File: src/rtl/date_to_epoch_seconds_defines.svh
// Assertion macros for the calendar date to epoch seconds converter.
// Used by files that assert; expects signals named clock and reset in scope.
`ifndef DATE_TO_EPOCH_SECONDS_DEFINES_SVH
`define DATE_TO_EPOCH_SECONDS_DEFINES_SVH

// Consequent must hold in the same cycle as the antecedent
`define D2E_ASSERT_NOW(label, ante, cons, msg) \
   label: assert property (@(posedge clock) disable iff (reset) (ante) |-> (cons)) \
      else $error(msg);

// Consequent must hold in the cycle after the antecedent
`define D2E_ASSERT_NEXT(label, ante, cons, msg) \
   label: assert property (@(posedge clock) disable iff (reset) (ante) |=> (cons)) \
      else $error(msg);

`endif

File: src/rtl/d2e_pkg.sv
// Shared types, constants and helper functions for the date to epoch converter.
// No dependencies; imported by every other file of the block but the defines header.
package d2e_pkg;

   // Field widths
   localparam int YEAR_W   = 7;
   localparam int MONTH_W  = 4;
   localparam int DAY_W    = 5;
   localparam int HOUR_W   = 5;
   localparam int MINUTE_W = 6;
   localparam int SECOND_W = 6;
   localparam int EPOCH_W  = 32;
   localparam int OFFSET_W = 17;

   // Internal widths: day count since 1970 and seconds within the day
   localparam int DAYS_W = 16;
   localparam int TOD_W  = 17;
   localparam int DBM_W  = 9;

   // Days from 1970-01-01 to 2000-01-01 (thirty years, seven of them leap)
   localparam logic [DAYS_W-1:0] DAYS_TO_2000 = 16'd10957;
   localparam logic [DAYS_W-1:0] DAYS_PER_YEAR = 16'd365;
   // 2100 is the only century year in range that is not leap
   localparam logic [YEAR_W-1:0] CENTURY_YEAR = 7'd100;

   localparam logic [EPOCH_W-1:0] SECS_PER_DAY  = 32'd86400;
   localparam logic [TOD_W-1:0]   SECS_PER_HOUR = 17'd3600;
   localparam logic [TOD_W-1:0]   SECS_PER_MIN  = 17'd60;

   localparam logic signed [OFFSET_W-1:0] OFFSET_RESET = 17'sd28800;

   // Days before the first of each month in a common year; codes past 12 take the whole year
   localparam logic [DBM_W-1:0] CUM_DAYS [16] = '{
      9'd0,   9'd0,   9'd31,  9'd59,  9'd90,  9'd120, 9'd151, 9'd181,
      9'd212, 9'd243, 9'd273, 9'd304, 9'd334, 9'd365, 9'd365, 9'd365
   };

   // Payload between the calendar stage and the scaling stage
   typedef struct packed {
      logic [DAYS_W-1:0] days;
      logic [TOD_W-1:0]  tod;
   } d2e_mid_type;

   // Days in the earlier months of the year, with the leap day after February
   function automatic logic [DBM_W-1:0] days_before_month(input logic [MONTH_W-1:0] month,
                                                          input logic leap);
      logic [DBM_W-1:0] total;
      total = CUM_DAYS[month];
      if (leap && (month inside {[4'd3:4'd15]})) begin
         total = total + 9'd1;
      end
      return total;
   endfunction

endpackage

File: src/rtl/d2e_req_if.sv
// Request channel carrying one calendar date and time of day per item.
// Depends on d2e_pkg for field widths.
interface d2e_req_if;
   import d2e_pkg::*;

   logic                valid;
   logic                ready;
   logic [YEAR_W-1:0]   year_since_2000;
   logic [MONTH_W-1:0]  month_number;
   logic [DAY_W-1:0]    day_of_month;
   logic [HOUR_W-1:0]   hour_of_day;
   logic [MINUTE_W-1:0] minute_of_hour;
   logic [SECOND_W-1:0] second_of_minute;

   modport source (
      output valid, year_since_2000, month_number, day_of_month,
             hour_of_day, minute_of_hour, second_of_minute,
      input  ready
   );

   modport sink (
      input  valid, year_since_2000, month_number, day_of_month,
             hour_of_day, minute_of_hour, second_of_minute,
      output ready
   );
endinterface

File: src/rtl/d2e_rsp_if.sv
// Response channel carrying one epoch second count per item.
// Depends on d2e_pkg for the field width.
interface d2e_rsp_if;
   import d2e_pkg::*;

   logic               valid;
   logic               ready;
   logic [EPOCH_W-1:0] epoch_seconds;

   modport source (output valid, epoch_seconds, input ready);
   modport sink (input valid, epoch_seconds, output ready);
endinterface

File: src/rtl/date_to_epoch_seconds.sv
// Top level of the calendar date to epoch seconds converter.
// Depends on d2e_pkg, d2e_req_if, d2e_rsp_if, d2e_calendar, d2e_scale and the defines header.
//
//   channel  | direction | payload
//   ---------+-----------+--------------------------------------------------
//   req_ch   | in        | year_since_2000, month_number, day_of_month,
//            |           | hour_of_day, minute_of_hour, second_of_minute
//   rsp_ch   | out       | epoch_seconds
//   csr_*    | in        | zone_offset_seconds (write only, 17 bit signed)
//
// An accepted item is registered in the calendar stage, then in the result register, before it appears on rsp_ch.
// One item is accepted every cycle while rsp_ch does not stall; the two stage registers set the pace.
// A stalled result holds its stage and back-pressures the stage before it.
// Reset empties both stages and loads the zone offset with eight hours.
`include "date_to_epoch_seconds_defines.svh"

module date_to_epoch_seconds (
   input  logic                         clock,
   input  logic                         reset,
   d2e_req_if.sink                      req_ch,
   d2e_rsp_if.source                    rsp_ch,
   input  logic                         csr_wr_en,
   input  logic [d2e_pkg::OFFSET_W-1:0] csr_wr_data
);
   import d2e_pkg::*;

   logic signed [OFFSET_W-1:0] offset_ff;
   logic                       mid_valid;
   logic                       mid_ready;
   d2e_mid_type                mid;

   // Zone offset register
   always_ff @(posedge clock) begin
      if (reset) begin
         offset_ff <= OFFSET_RESET;
      end else if (csr_wr_en) begin
         offset_ff <= signed'(csr_wr_data);
      end
   end

   // Date and time to day count and seconds of day
   d2e_calendar u_calendar (
      .clock     (clock),
      .reset     (reset),
      .req       (req_ch),
      .mid_valid (mid_valid),
      .mid       (mid),
      .mid_ready (mid_ready)
   );

   // Day count to epoch seconds, offset removed
   d2e_scale u_scale (
      .clock       (clock),
      .reset       (reset),
      .mid_valid   (mid_valid),
      .mid         (mid),
      .mid_ready   (mid_ready),
      .zone_offset (offset_ff),
      .rsp         (rsp_ch)
   );

   `D2E_ASSERT_NOW(a_req_ready_when_empty, !mid_valid, req_ch.ready, "request not ready with first stage empty")
   `D2E_ASSERT_NEXT(a_mid_moves_to_result, mid_valid && mid_ready, rsp_ch.valid, "item lost between stages")
   `D2E_ASSERT_NEXT(a_offset_written, csr_wr_en, offset_ff == $past(csr_wr_data), "zone offset write not taken")
endmodule

File: src/rtl/d2e_calendar.sv
// First pipeline stage: turns the date into a day count since 1970 and the
// time of day into seconds. Depends on d2e_pkg and d2e_req_if.
module d2e_calendar (
   input  logic                clock,
   input  logic                reset,
   d2e_req_if.sink             req,
   output logic                mid_valid,
   output d2e_pkg::d2e_mid_type mid,
   input  logic                mid_ready
);
   import d2e_pkg::*;

   logic        valid_ff, valid_in;
   d2e_mid_type mid_ff, mid_in;

   logic [YEAR_W-1:0] year;
   logic              leap;
   logic [5:0]        leaps;
   logic [DAYS_W-1:0] year_days;
   logic [DAYS_W-1:0] days_in_year;

   // Take a new item when the stage is empty or draining this cycle
   assign req.ready = !valid_ff || mid_ready;

   // Leap flag and day counts; leap days in the years from 2000 before the given year, 2100 excluded
   always_comb begin
      year  = req.year_since_2000;
      leap  = (year[1:0] == 2'b00) && (year != CENTURY_YEAR);
      leaps = 6'((({1'b0, year} + 8'd3) >> 2) - ((year > CENTURY_YEAR) ? 8'd1 : 8'd0));
      year_days = DAYS_TO_2000 + 16'(year) * DAYS_PER_YEAR + 16'(leaps);
      days_in_year = 16'(days_before_month(req.month_number, leap))
                     + 16'(req.day_of_month) - 16'd1;
   end

   // Day count and seconds of the day
   always_comb begin
      mid_in.days = year_days + days_in_year;
      mid_in.tod  = 17'(req.hour_of_day) * SECS_PER_HOUR
                    + 17'(req.minute_of_hour) * SECS_PER_MIN
                    + 17'(req.second_of_minute);
   end

   // Advance the stage valid flag
   always_comb begin
      valid_in = valid_ff;
      if (req.ready) begin
         valid_in = req.valid;
      end
   end

   always_ff @(posedge clock) begin
      if (reset) begin
         valid_ff <= 1'b0;
      end else begin
         valid_ff <= valid_in;
      end
   end

   // Load the payload on an accepted item
   always_ff @(posedge clock) begin
      if (req.valid && req.ready) begin
         mid_ff <= mid_in;
      end
   end

   assign mid_valid = valid_ff;
   assign mid       = mid_ff;
endmodule

File: src/rtl/d2e_scale.sv
// Second pipeline stage: scales days to seconds, adds the time of day and
// removes the zone offset. Depends on d2e_pkg and d2e_rsp_if.
module d2e_scale (
   input  logic                           clock,
   input  logic                           reset,
   input  logic                           mid_valid,
   input  d2e_pkg::d2e_mid_type           mid,
   output logic                           mid_ready,
   input  logic signed [d2e_pkg::OFFSET_W-1:0] zone_offset,
   d2e_rsp_if.source                      rsp
);
   import d2e_pkg::*;

   logic               valid_ff, valid_in;
   logic [EPOCH_W-1:0] secs_ff, secs_in;
   logic [EPOCH_W-1:0] offset_ext;

   // Accept from the first stage when the result register is free or being taken
   assign mid_ready = !valid_ff || rsp.ready;

   // Seconds since 1970, wrapped to 32 bits
   always_comb begin
      offset_ext = {{(EPOCH_W-OFFSET_W){zone_offset[OFFSET_W-1]}}, zone_offset};
      secs_in    = 32'(mid.days) * SECS_PER_DAY + 32'(mid.tod) - offset_ext;
   end

   // Advance the result valid flag
   always_comb begin
      valid_in = valid_ff;
      if (mid_ready) begin
         valid_in = mid_valid;
      end
   end

   always_ff @(posedge clock) begin
      if (reset) begin
         valid_ff <= 1'b0;
      end else begin
         valid_ff <= valid_in;
      end
   end

   // Hold the result until it is taken
   always_ff @(posedge clock) begin
      if (mid_valid && mid_ready) begin
         secs_ff <= secs_in;
      end
   end

   assign rsp.valid         = valid_ff;
   assign rsp.epoch_seconds = secs_ff;
endmodule
File: src/flat_wrapper.sv
// flat-port wrapper written by rule: the top's interface ports become plain ports
module date_to_epoch_seconds_flat import d2e_pkg::*;
  (clock, reset, csr_wr_en, csr_wr_data, req_ch_valid, req_ch_year_since_2000, req_ch_month_number, req_ch_day_of_month, req_ch_hour_of_day, req_ch_minute_of_hour, req_ch_second_of_minute, req_ch_ready, rsp_ch_valid, rsp_ch_epoch_seconds, rsp_ch_ready);
  d2e_req_if req_ch_i ();
  d2e_rsp_if rsp_ch_i ();
  input  logic clock;
  input  logic reset;
  input  logic csr_wr_en;
  input  logic [d2e_pkg::OFFSET_W-1:0] csr_wr_data;
  input wire logic [$bits(req_ch_i.valid)-1:0] req_ch_valid;
  input wire logic [$bits(req_ch_i.year_since_2000)-1:0] req_ch_year_since_2000;
  input wire logic [$bits(req_ch_i.month_number)-1:0] req_ch_month_number;
  input wire logic [$bits(req_ch_i.day_of_month)-1:0] req_ch_day_of_month;
  input wire logic [$bits(req_ch_i.hour_of_day)-1:0] req_ch_hour_of_day;
  input wire logic [$bits(req_ch_i.minute_of_hour)-1:0] req_ch_minute_of_hour;
  input wire logic [$bits(req_ch_i.second_of_minute)-1:0] req_ch_second_of_minute;
  output wire logic [$bits(req_ch_i.ready)-1:0] req_ch_ready;
  output wire logic [$bits(rsp_ch_i.valid)-1:0] rsp_ch_valid;
  output wire logic [$bits(rsp_ch_i.epoch_seconds)-1:0] rsp_ch_epoch_seconds;
  input wire logic [$bits(rsp_ch_i.ready)-1:0] rsp_ch_ready;
  assign req_ch_i.valid = req_ch_valid;
  assign req_ch_i.year_since_2000 = req_ch_year_since_2000;
  assign req_ch_i.month_number = req_ch_month_number;
  assign req_ch_i.day_of_month = req_ch_day_of_month;
  assign req_ch_i.hour_of_day = req_ch_hour_of_day;
  assign req_ch_i.minute_of_hour = req_ch_minute_of_hour;
  assign req_ch_i.second_of_minute = req_ch_second_of_minute;
  assign req_ch_ready = req_ch_i.ready;
  assign rsp_ch_valid = rsp_ch_i.valid;
  assign rsp_ch_epoch_seconds = rsp_ch_i.epoch_seconds;
  assign rsp_ch_i.ready = rsp_ch_ready;
  date_to_epoch_seconds u_core (.clock(clock), .reset(reset), .req_ch(req_ch_i), .rsp_ch(rsp_ch_i), .csr_wr_en(csr_wr_en), .csr_wr_data(csr_wr_data));
endmodule
File: config.mk
export PLATFORM = sky130hd
export DESIGN_NAME = date_to_epoch_seconds_flat
export DESIGN_NICKNAME = d
export VERILOG_FILES = /design/src/rtl/d2e_pkg.sv /design/src/rtl/d2e_req_if.sv /design/src/rtl/d2e_rsp_if.sv /design/src/rtl/date_to_epoch_seconds.sv /design/src/rtl/d2e_calendar.sv /design/src/rtl/d2e_scale.sv /design/src/flat_wrapper.sv
export VERILOG_INCLUDE_DIRS = /design/src /design/src/rtl
export SDC_FILE = /design/constraint.sdc
export NUM_CORES = 1
export LEC_CHECK = 0
export BUFFER_PORTS_ARGS = -buffer_cell sky130_fd_sc_hd__buf_4
export CAP_MARGIN = 10
export CORE_UTILIZATION = 60
export DETAILED_ROUTE_END_ITERATION = 10
export HOLD_SLACK_MARGIN = 0.15
export PLACE_DENSITY = 0.79
export SLEW_MARGIN = 10
export SYNTH_ARGS = -nofsm -noshare
export SYNTH_HDL_FRONTEND = slang
export SYNTH_SLANG_ARGS = --single-unit
File: constraint.sdc
create_clock -name clock -period 16.9 [get_ports clock]
set_clock_uncertainty 0.15 [all_clocks]
set_input_delay 0.845 -clock clock [delete_from_list [all_inputs] [get_ports clock]]
set_output_delay 0.845 -clock clock [all_outputs]
set_load 0.01 [all_outputs]
==> impl_metrics.env, run 1 <==
export IMPL_synthArstFlopShare=0
export IMPL_syn_area_um2=12290
export IMPL_synth_seq_area_share=0.1897
export IMPL_hold_end="u_core.offset_ff[0]"
export IMPL_synthDistinctLibCells=70
export IMPL_antenna_found_initial=0
export IMPL_synth_seq_cells=84
export IMPL_worstPathArrival_ns=8.32
export IMPL_synth_edff_count=65
export IMPL_end_kind="flop"
export IMPL_dp_hpwl_um=19730
export IMPL_critPathMaxStageDelay_ns=0.50
export IMPL_routedWlPerCell_um=14.31
export IMPL_cts_sinks=84
export IMPL_root_buffer="clkbuf_16"
export IMPL_fmax_mhz=119.5
export IMPL_setup_viol=0
export IMPL_wl_um=23310
export IMPL_finalNetCount=1779
export IMPL_firstDrtPassIters=5
export IMPL_die_area_um2=21060
export IMPL_finalSetupTns_ns=0
export IMPL_yosys_area_top_type="ha_1"
export IMPL_cts_resized_gates=0
export IMPL_gp_congestion=0.9310
export IMPL_path_class="input port to flop"
export IMPL_grt_overflow_total=0
export IMPL_synth_area_top_cells="ha_1 28%, edfxtp_1 16%, fa_1 15%"
export IMPL_grt_pass1_wl_um=40930
export IMPL_syn_nets=1689
export IMPL_antenna_left=0
export IMPL_status="completed"
export IMPL_die_height_um=145.1
export IMPL_cts_setup_buffers=0
export IMPL_drive_gt1_frac=0.08798
export IMPL_antenna_cells=0
export IMPL_die_w_um=145.1
export IMPL_final_core_util=0.6846
export IMPL_grt_max_degree=34
export IMPL_cts_tree="built"
export IMPL_drt_iter0_drc=404
export IMPL_synthToLayoutAreaGrowth_pct=10.18
export IMPL_grtUsageTotal=0.2340
export IMPL_timing_rr_start="u_core.u_calendar.mid[18]"
export IMPL_clkTransAtPathRegs_ns=0.07
export IMPL_tightest_slew_ns=0.5576
export IMPL_layout_commonest_cell="ha_1"
export IMPL_cap_violations=0
export IMPL_cts_made_buffers=9
export IMPL_slew_headroom=0.6260
export IMPL_cts_htree_levels=3
export IMPL_min_path_type="flop to flop"
export IMPL_initial_core_util=0.6214
export IMPL_core_um2=19780
export IMPL_viasPerCell=5.449
export IMPL_required_ns=16.85
export IMPL_drc=0
export IMPL_grt_pass1_vias=9135
export IMPL_final_cell_mix="272 x ha_1, 245 x inv_1, 93 x fa_1"
export IMPL_io_pins=89
export IMPL_cpMostUsedCell="ha_1"
export IMPL_port_buffers=88
export IMPL_crit_fanout=8
export IMPL_rsz0062_at_grt="false"
export IMPL_min_path_cells=2
export IMPL_ff2ff_setup_slack_ns=9.63
export IMPL_synth_area_per_cell_um2=9.686
export IMPL_syn_inst=1269
export IMPL_hp_start="u_core.offset_ff[0]"
export IMPL_yosysWarnings=0
export IMPL_fin_area_um2=13540
export IMPL_regToRegEndpoint="u_core.u_scale.rsp.epoch_seconds[31]"
export IMPL_ctsLongestPathBuffers=2
export IMPL_dpl_instance_area_um2=13250
export IMPL_slowest_stage="fa_1"
export IMPL_fin_crit_sh=0.4952
export IMPL_yosysTopAreaCellShare=0.2769
export IMPL_fin_crit_ns=8.368
export IMPL_num_vias=8876
export IMPL_slew_viol_final=0
export IMPL_hold_buffers=0
export IMPL_fp_row_count=51
export IMPL_clkLatencyLatePin_ns=0.35
export IMPL_finalHoldViolCount=0
export IMPL_reg2reg_depth=27
export IMPL_whs_ns=0.3502
export IMPL_synthFlopType="edfxtp_1"
export IMPL_worstSetupStartpointType="input port"
-- sequential cells by signal, summed over array words and instances (netlist names) --
register,cells
u_core.u_calendar.mid_valid,1
u_core.u_scale.rsp.valid,1
u_core.u_calendar.mid,33
u_core.offset_ff,17
u_core.u_scale.rsp.epoch_seconds,32
-- layer usage --
metal	vias to the layer above	global-route usage	wire length, um
met1	4165	0.2990	10720
met3	25	0.02296	722
met4	0	0.06105	331
met5	-	0	0
li1	4516	-	-
met2	170	0.4212	11530
-- worst max path at each step --
stage / cells after the start / to / slack [ns] / from
floorplan: 31 / u_core.u_calendar.mid[31] / 9.11 / req_ch_month_number[1]
global placement: 32 / u_core.u_calendar.mid[31] / 8.63 / req_ch_month_number[1]
detailed placement: 33 / u_core.u_calendar.mid[31] / 8.29 / req_ch_month_number[1]
CTS: 33 / u_core.u_calendar.mid[31] / 8.61 / req_ch_month_number[1]
global route: 33 / u_core.u_calendar.mid[31] / 8.04 / req_ch_month_number[1]
finish: 33 / u_core.u_calendar.mid[31] / 8.53 / req_ch_month_number[1]
-- final cells by class --
type	count	area, um^2
fillers	1531	6238
multi-input cells	928	8985
inverters	246	923.4
clock inverters	5	41.29
well taps	265	331.6
clock buffers	11	254.0
flip-flops and latches	84	2332
repair buffers	90	675.6
-- cell usage after synthesis (21+ instances only) --
cell,count
ha_1,272
inv_1,245
fa_1,93
xnor2_1,85
a21oi_1,70
edfxtp_1,65
nor2_1,63
nand2_1,42
a21o_1,34
o21ai_0,30
nor3_1,21
xor2_1,21
-- worst max-delay path: cells and delay by family --
| kind | cells | cell delay [ns] |
|---|---|---|
| AO/OA/AOI/OAI | 10 | 2.22 |
| XOR/XNOR | 2 | 0.27 |
| adder cells (fa/ha/maj) | 10 | 3.44 |
| buffers and inverters | 5 | 0.38 |
| AND/OR/NAND/NOR | 6 | 1.16 |
-- metrics by stage --
stage / setup slack, ns / instances
after floorplan: 9.109 / 1269
after global placement: 8.633 / 1613
after detailed placement: 8.294 / 1613
after CTS: 8.613 / 1629
after global routing: 8.044 / 1629
final: 8.532 / 1629
-- logic make-up after synthesis --
group / after synthesis / share of synthesized area
simple gates: 201 / 0.07879
mux: 20 / 0.01730
buf+inv: 257 / 0.07950
compound gates: 235 / 0.1290
xor+xnor: 107 / 0.07736
fa+ha+maj: 365 / 0.4283
flops: 84 / 0.1897
Power of run 1 is left out: the tool's default activity adds up to more than one toggle a clock period on the data nets, which glitch-free logic cannot reach.
==> run 2, diff against run 1 <==
==> constraint.sdc (replaced) <==
create_clock -name clock -period 8.1 [get_ports clock]
set_clock_uncertainty 0.15 [all_clocks]
set_input_delay 0.405 -clock clock [delete_from_list [all_inputs] [get_ports clock]]
set_output_delay 0.405 -clock clock [all_outputs]
set_load 0.01 [all_outputs]
==> run 2 against run 1 <==
Die area unchanged. Routed wire length shrank 0.59%. Non-clock buffer count rose by 9. Clock-buffer cell count unchanged. First-iteration DRC count shrank 31%. Sequential share of layout area shrank 0.13 points. Flip-flop and latch count stayed put. Worst hold slack worse by 0.19 ns. Global-route usage shrank 0.49 points. Final area up 0.75%. Utilization rose by 0.51 points.
==> impl_metrics.env, run 2 (synthesis gave the netlist of run 1 again) <==
export IMPL_num_vias=8866
export IMPL_path_class="input port to flop"
export IMPL_grt_overflow_total=0
export IMPL_finalHoldViolCount=0
export IMPL_met2_usage=0.4099
export IMPL_cts_htree_levels=3
export IMPL_grt_use_met3=0.02233
export IMPL_min_path_cells=3
export IMPL_drive_gt1_frac=0.08886
export IMPL_setup_viol=0
export IMPL_cap_violations=0
export IMPL_wl_um=23170
export IMPL_rsz0062_at_grt="false"
export IMPL_layout_commonest_cell="ha_1"
export IMPL_fmax_mhz=131.1
export IMPL_drt_iter0_drc=280
export IMPL_slew_viol_final=0
export IMPL_cts_sinks=84
export IMPL_tightest_slew_ns=0.6024
export IMPL_finalNetCount=1788
export IMPL_firstDrtPassIters=4
export IMPL_ctsLongestPathBuffers=2
export IMPL_cts_setup_buffers=0
export IMPL_grt_max_degree=34
export IMPL_gp_congestion=0.9306
export IMPL_ff2ff_setup_slack_ns=0.83
export IMPL_synthToLayoutAreaGrowth_pct=11.00
export IMPL_drc=0
export IMPL_largest_reg_flops=33
export IMPL_cts_made_buffers=9
export IMPL_die_w_um=145.1
export IMPL_fin_ws_ns=0.4749
export IMPL_fin_crit_sh=0.9414
export IMPL_die_height_um=145.1
export IMPL_viasPerCell=5.413
export IMPL_hp_start="csr_wr_data[7]"
export IMPL_root_buffer="clkbuf_16"
export IMPL_fin_crit_ns=7.625
export IMPL_busiest_layer="met2"
export IMPL_antenna_cells=0
export IMPL_status="completed"
export IMPL_hold_end="u_core.offset_ff[7]"
export IMPL_min_path_type="input port to flop"
export IMPL_port_buffers=88
export IMPL_grt_pass1_wl_um=40230
export IMPL_clkTransAtPathRegs_ns=0.06
export IMPL_dp_hpwl_um=19550
export IMPL_crit_fanout=8
export IMPL_worstSetupStartpointType="input port"
export IMPL_slew_headroom=0.5960
export IMPL_required_ns=8.04
export IMPL_antenna_left=0
export IMPL_io_pins=89
export IMPL_fp_row_count=51
export IMPL_final_core_util=0.6898
export IMPL_dp_cells=1613
export IMPL_cpMostUsedCell="ha_1"
export IMPL_timing_rr_start="u_core.u_calendar.mid[20]"
export IMPL_regToRegEndpoint="u_core.u_scale.rsp.epoch_seconds[31]"
export IMPL_final_cell_mix="272 x ha_1, 245 x inv_1, 93 x fa_1"
export IMPL_dp_slack_ns=-0.05372
export IMPL_grt_pass1_vias=8919
export IMPL_instances_no_fill=1638
export IMPL_core_um2=19780
export IMPL_end_kind="flop"
export IMPL_initial_core_util=0.6214
export IMPL_critPathMaxStageDelay_ns=0.50
export IMPL_die_area_um2=21060
export IMPL_routedWlPerCell_um=14.15
export IMPL_met1_usage=0.2930
export IMPL_clkLatencyLatePin_ns=0.35
export IMPL_slowest_stage="mux4_2"
export IMPL_antenna_found_initial=0
export IMPL_grtUsageTotal=0.2292
export IMPL_worstPathArrival_ns=7.56
export IMPL_cts_tree="built"
export IMPL_reg2reg_depth=27
run 2: cell types whose count changed in the layout (fill, tap and decap cells not counted):
cell / previous run / this run
o21ai_1: 2 / 3
a2111oi_0: 2 / 1
o21ai_0: 30 / 29
nor3b_1: 1 / 0
dlygate4sd3_1: 0 / 9
nor3b_2: 0 / 1
a2111oi_2: 0 / 1
run 2: through the flow:
stage / setup TNS (ns) / instance area (um^2) / hold slack (ns)
floorplan: 0 / 12290 / 0.3104
global placement: 0 / 13250 / 0.3239
detailed placement: -0.1130 / 13250 / 0.3350
CTS: 0 / 13630 / 0.1507
global route: 0 / 13640 / 0.1732
finish: 0 / 13640 / 0.1567
run 2: critical path: cells and delay by family:
family | cells | cell delay [ns]
and+or+nand+nor | 3 | 0.32
adders and majority gates | 11 | 3.73
AOI/OAI and AO/OA | 8 | 1.72
muxes | 2 | 0.68
xor gates and xnor gates | 2 | 0.25
buffers and inverters | 6 | 0.48
run 2: worst max path at each step:
stage | start | slack [ns] | to | cells past startpoint
after floorplan | req_ch_month_number[1] | 0.75 | u_core.u_calendar.mid[31] | 31
final | req_ch_month_number[1] | 0.47 | u_core.u_calendar.mid[32] | 32
after global placement | req_ch_month_number[1] | 0.26 | u_core.u_calendar.mid[31] | 32
after global routing | req_ch_month_number[1] | 0.02 | u_core.u_calendar.mid[32] | 32
after CTS | req_ch_month_number[1] | 0.28 | u_core.u_calendar.mid[32] | 33
after detailed placement | req_ch_month_number[1] | -0.05 | u_core.u_calendar.mid[31] | 32
run 2: cell type report:
class | instances | area (um^2)
Clock inverter | 5 | 41.29
Sequential cell | 84 | 2332
Multi-Input combinational cell | 928 | 8996
Clock buffer | 11 | 254.0
Inverter | 246 | 923.4
Timing Repair Buffer | 99 | 765.7
Fill cell | 1548 | 6137
Tap cell | 265 | 331.6
run 2: repair_timing:
item,4_1_cts,5_1_grt
hold buffers,9,0
hold endpoints to repair,9,0
endpoints found under the setup margin,0,4
gates resized for setup,0,4
run 2: per-layer routing:
metal / wire length [um] / share of wire
met1: 10810 / 0.47
met2: 11390 / 0.49
met3: 555 / 0.024
met4: 416 / 0.018
met5: 0 / 0
Power of run 2 is left out for the same reason.
==> run 3, diff against run 2 <==
--- a/config.mk
+++ b/config.mk
@@ -6,6 +6,7 @@
 export SDC_FILE = /design/constraint.sdc
 export NUM_CORES = 1
 export LEC_CHECK = 0
+export ABC_AREA = 1
 export BUFFER_PORTS_ARGS = -buffer_cell sky130_fd_sc_hd__buf_4
 export CAP_MARGIN = 10
 export CORE_UTILIZATION = 60
==> run 3 against run 2 <==
Worst setup slack better by 0.75 ns. Final area up 2.5%. Worst hold slack better by 0.028 ns. First-iteration DRC count up 51%. Via count up 8.2%. Routed wire length up 11%. Fmax up 11%. Utilization down 0.49 points. Final cell count up 12%. Sequential share of layout area down 0.42 points. Highest routed layer unchanged.
==> impl_metrics.env, run 3 <==
export IMPL_slowest_stage="fa_1"
export IMPL_finalHoldViolCount=0
export IMPL_synth_seq_area_share=0.1851
export IMPL_slew_headroom=0.2935
export IMPL_largest_reg_flops=33
export IMPL_fp_row_count=52
export IMPL_drc=0
export IMPL_finalSetupTns_ns=0
export IMPL_gp_congestion=0.9052
export IMPL_worstSetupStartpoint="req_ch_month_number[1]"
export IMPL_regToRegEndpoint="u_core.u_scale.rsp.epoch_seconds[31]"
export IMPL_status="completed"
export IMPL_syn_inst=1456
export IMPL_synth_cells_most_frequent="302 x inv_1, 272 x ha_1, 182 x nand2_1, 103 x a21oi_1, 93 x fa_1"
export IMPL_firstDrtPassIters=5
export IMPL_cts_setup_buffers=0
export IMPL_dp_hpwl_um=22040
export IMPL_synth_seq_cells=84
export IMPL_ctsLongestPathBuffers=2
export IMPL_critPathMaxStageDelay_ns=0.50
export IMPL_core_um2=20430
export IMPL_grt_pass1_wl_um=43930
export IMPL_layout_commonest_cell="inv_1"
export IMPL_seq_area_um2=2332
export IMPL_grt_overflow_total=0
export IMPL_ff2ff_setup_slack_ns=1.76
export IMPL_synthFlopType="edfxtp_1"
export IMPL_clkTransAtPathRegs_ns=0.07
export IMPL_cts_tree="built"
export IMPL_routedWlPerCell_um=13.99
export IMPL_die_w_um=146.9
export IMPL_root_buffer="clkbuf_16"
export IMPL_synth_area_top_cells="ha_1 27%, edfxtp_1 15%, fa_1 15%"
export IMPL_end_kind="flop"
export IMPL_antenna_found_initial=0
export IMPL_min_path_type="input port to flop"
export IMPL_timing_rr_start="u_core.u_calendar.mid[23]"
export IMPL_grt_pass1_vias=9829
export IMPL_die_area_um2=21590
export IMPL_cpLargestDelayFamily="adder cells"
export IMPL_cts_made_buffers=9
export IMPL_clkLatencyLatePin_ns=0.35
export IMPL_drt_iter0_drc=423
export IMPL_wl_um=25640
export IMPL_die_height_um=146.9
export IMPL_drive_gt1_frac=0.08893
export IMPL_synthDistinctLibCells=43
export IMPL_viasPerCell=5.232
export IMPL_synthToLayoutAreaGrowth_pct=11.03
export IMPL_synthMostInstantiatedCell="inv_1"
export IMPL_worstSetupStartpointType="input port"
export IMPL_io_pins=89
export IMPL_multi_input_area_um2=9106
export IMPL_fmax_mhz=145.4
export IMPL_crit_fanout=7
export IMPL_syn_nets=1876
export IMPL_cts_resized_gates=0
export IMPL_grtUsageTotal=0.2493
export IMPL_fin_crit_sh=0.8488
export IMPL_fin_crit_ns=6.876
export IMPL_worstPathArrival_ns=6.81
export IMPL_slew_viol_final=0
export IMPL_syn_area_um2=12600
export IMPL_antenna_cells=0
export IMPL_cp_num_cells=39
export IMPL_yosysWarnings=0
export IMPL_cts_htree_levels=3
export IMPL_synth_edff_count=65
export IMPL_path_class="input port to flop"
export IMPL_final_cell_mix="302 x inv_1, 272 x ha_1, 182 x nand2_1"
export IMPL_grt_max_degree=34
export IMPL_yosys_area_top_type="ha_1"
export IMPL_num_vias=9590
export IMPL_tightest_slew_ns=1.057
export IMPL_port_buffers=88
export IMPL_initial_core_util=0.6168
export IMPL_synthArstFlopShare=0
export IMPL_rsz0062_at_grt="false"
export IMPL_synth_area_per_cell_um2=8.654
export IMPL_endpoint="u_core.u_calendar.mid[29]"
export IMPL_cts_sinks=84
export IMPL_hold_buffers=7
export IMPL_finalNetCount=1978
export IMPL_yosysTopAreaCellShare=0.2701
export IMPL_reg2reg_depth=24
export IMPL_setup_viol=0
export IMPL_cap_violations=0
export IMPL_required_ns=8.04
export IMPL_path_buf_inv=8
export IMPL_fillers=1717
export IMPL_antenna_left=0
run 3: cell count changes in the layout (fill, tap and decap cells not counted), moves of 9 or more:
| cell | delta |
|---|---|
| a21o_1 | -23 |
| a21oi_1 | +32 |
| inv_1 | +57 |
| mux2i_1 | -19 |
| nand2_1 | +140 |
| nand2_2 | +13 |
| nand2b_1 | -12 |
| nand3_1 | +31 |
| nor2_1 | +9 |
| nor3_1 | -10 |
| o21ai_0 | +30 |
| xnor2_1 | -47 |
| xor2_1 | +50 |
run 3: routing by layer:
metal | track usage | routed length [um] | part of all wire
met1 | 0.3024 | 11470 | 0.45
met2 | 0.4699 | 13040 | 0.51
met3 | 0.02391 | 722 | 0.028
met4 | 0.06340 | 399 | 0.016
met5 | 0 | 0 | 0
run 3: worst min path at each step:
stage / start / depth (start not counted) / to
floorplan: u_core.offset_ff[1] / 2 / u_core.offset_ff[1]
global placement: u_core.offset_ff[6] / 2 / u_core.offset_ff[6]
detailed placement: u_core.offset_ff[6] / 2 / u_core.offset_ff[6]
CTS: csr_wr_en / 2 / u_core.offset_ff[12]
global route: csr_wr_data[6] / 3 / u_core.offset_ff[6]
finish: csr_wr_en / 2 / u_core.offset_ff[12]
run 3: kinds of logic after synthesis:
family,synth area share
adder cells (fa/ha/maj),0.4178
AND/OR/NAND/NOR,0.1247
buffers and inverters,0.09314
AO/OA/AOI/OAI,0.1035
XOR/XNOR,0.07576
flip-flops,0.1851
run 3: worst register-to-register path, stage by stage (launching register included):
cell and delay (ns):
edfxtp_1 0.53, ha_1 0.35, inv_1 0.06, fa_1 0.52, inv_1 0.07, fa_1 0.45, ha_1 0.32, fa_1 0.46
ha_1 0.41, nand2_1 0.11, nor2_1 0.21, inv_1 0.06, o21ai_0 0.29, nor2_1 0.13, o21bai_1 0.17, xor2_1 0.21
ha_1 0.26, ha_1 0.37, nand2_1 0.12, nor3_1 0.24, nand2_1 0.11, nor3_1 0.28, nor2_1 0.07, nand3_1 0.07
nand2_1 0.06
run 3: final cells by class:
class / instances / area share
Multi-Input combinational cell: 1061 / 0.6509
Sequential cell: 84 / 0.1667
Inverter: 306 / 0.08227
Timing Repair Buffer: 96 / 0.05276
Tap cell: 270 / 0.02415
Clock buffer: 10 / 0.01637
Clock inverter: 6 / 0.006886
run 3: through the flow:
| step | util | cell area (um^2) | setup WS (ns) | cells | hold WS [ns] |
|---|---|---|---|---|---|
| floorplan | - | 12600 | 1.465 | 1456 | 0.2867 |
| global placement | 0.6655 | 13600 | 0.9692 | 1810 | 0.2990 |
| detailed placement | 0.6655 | 13600 | 0.8329 | 1810 | 0.3040 |
| CTS | 0.6848 | 13990 | 1.177 | 1833 | 0.1682 |
| global route | 0.6848 | 13990 | 0.6599 | 1833 | 0.1909 |
| finish | 0.6848 | 13990 | 1.224 | 1833 | 0.1849 |
Power of run 3 is left out for the same reason.
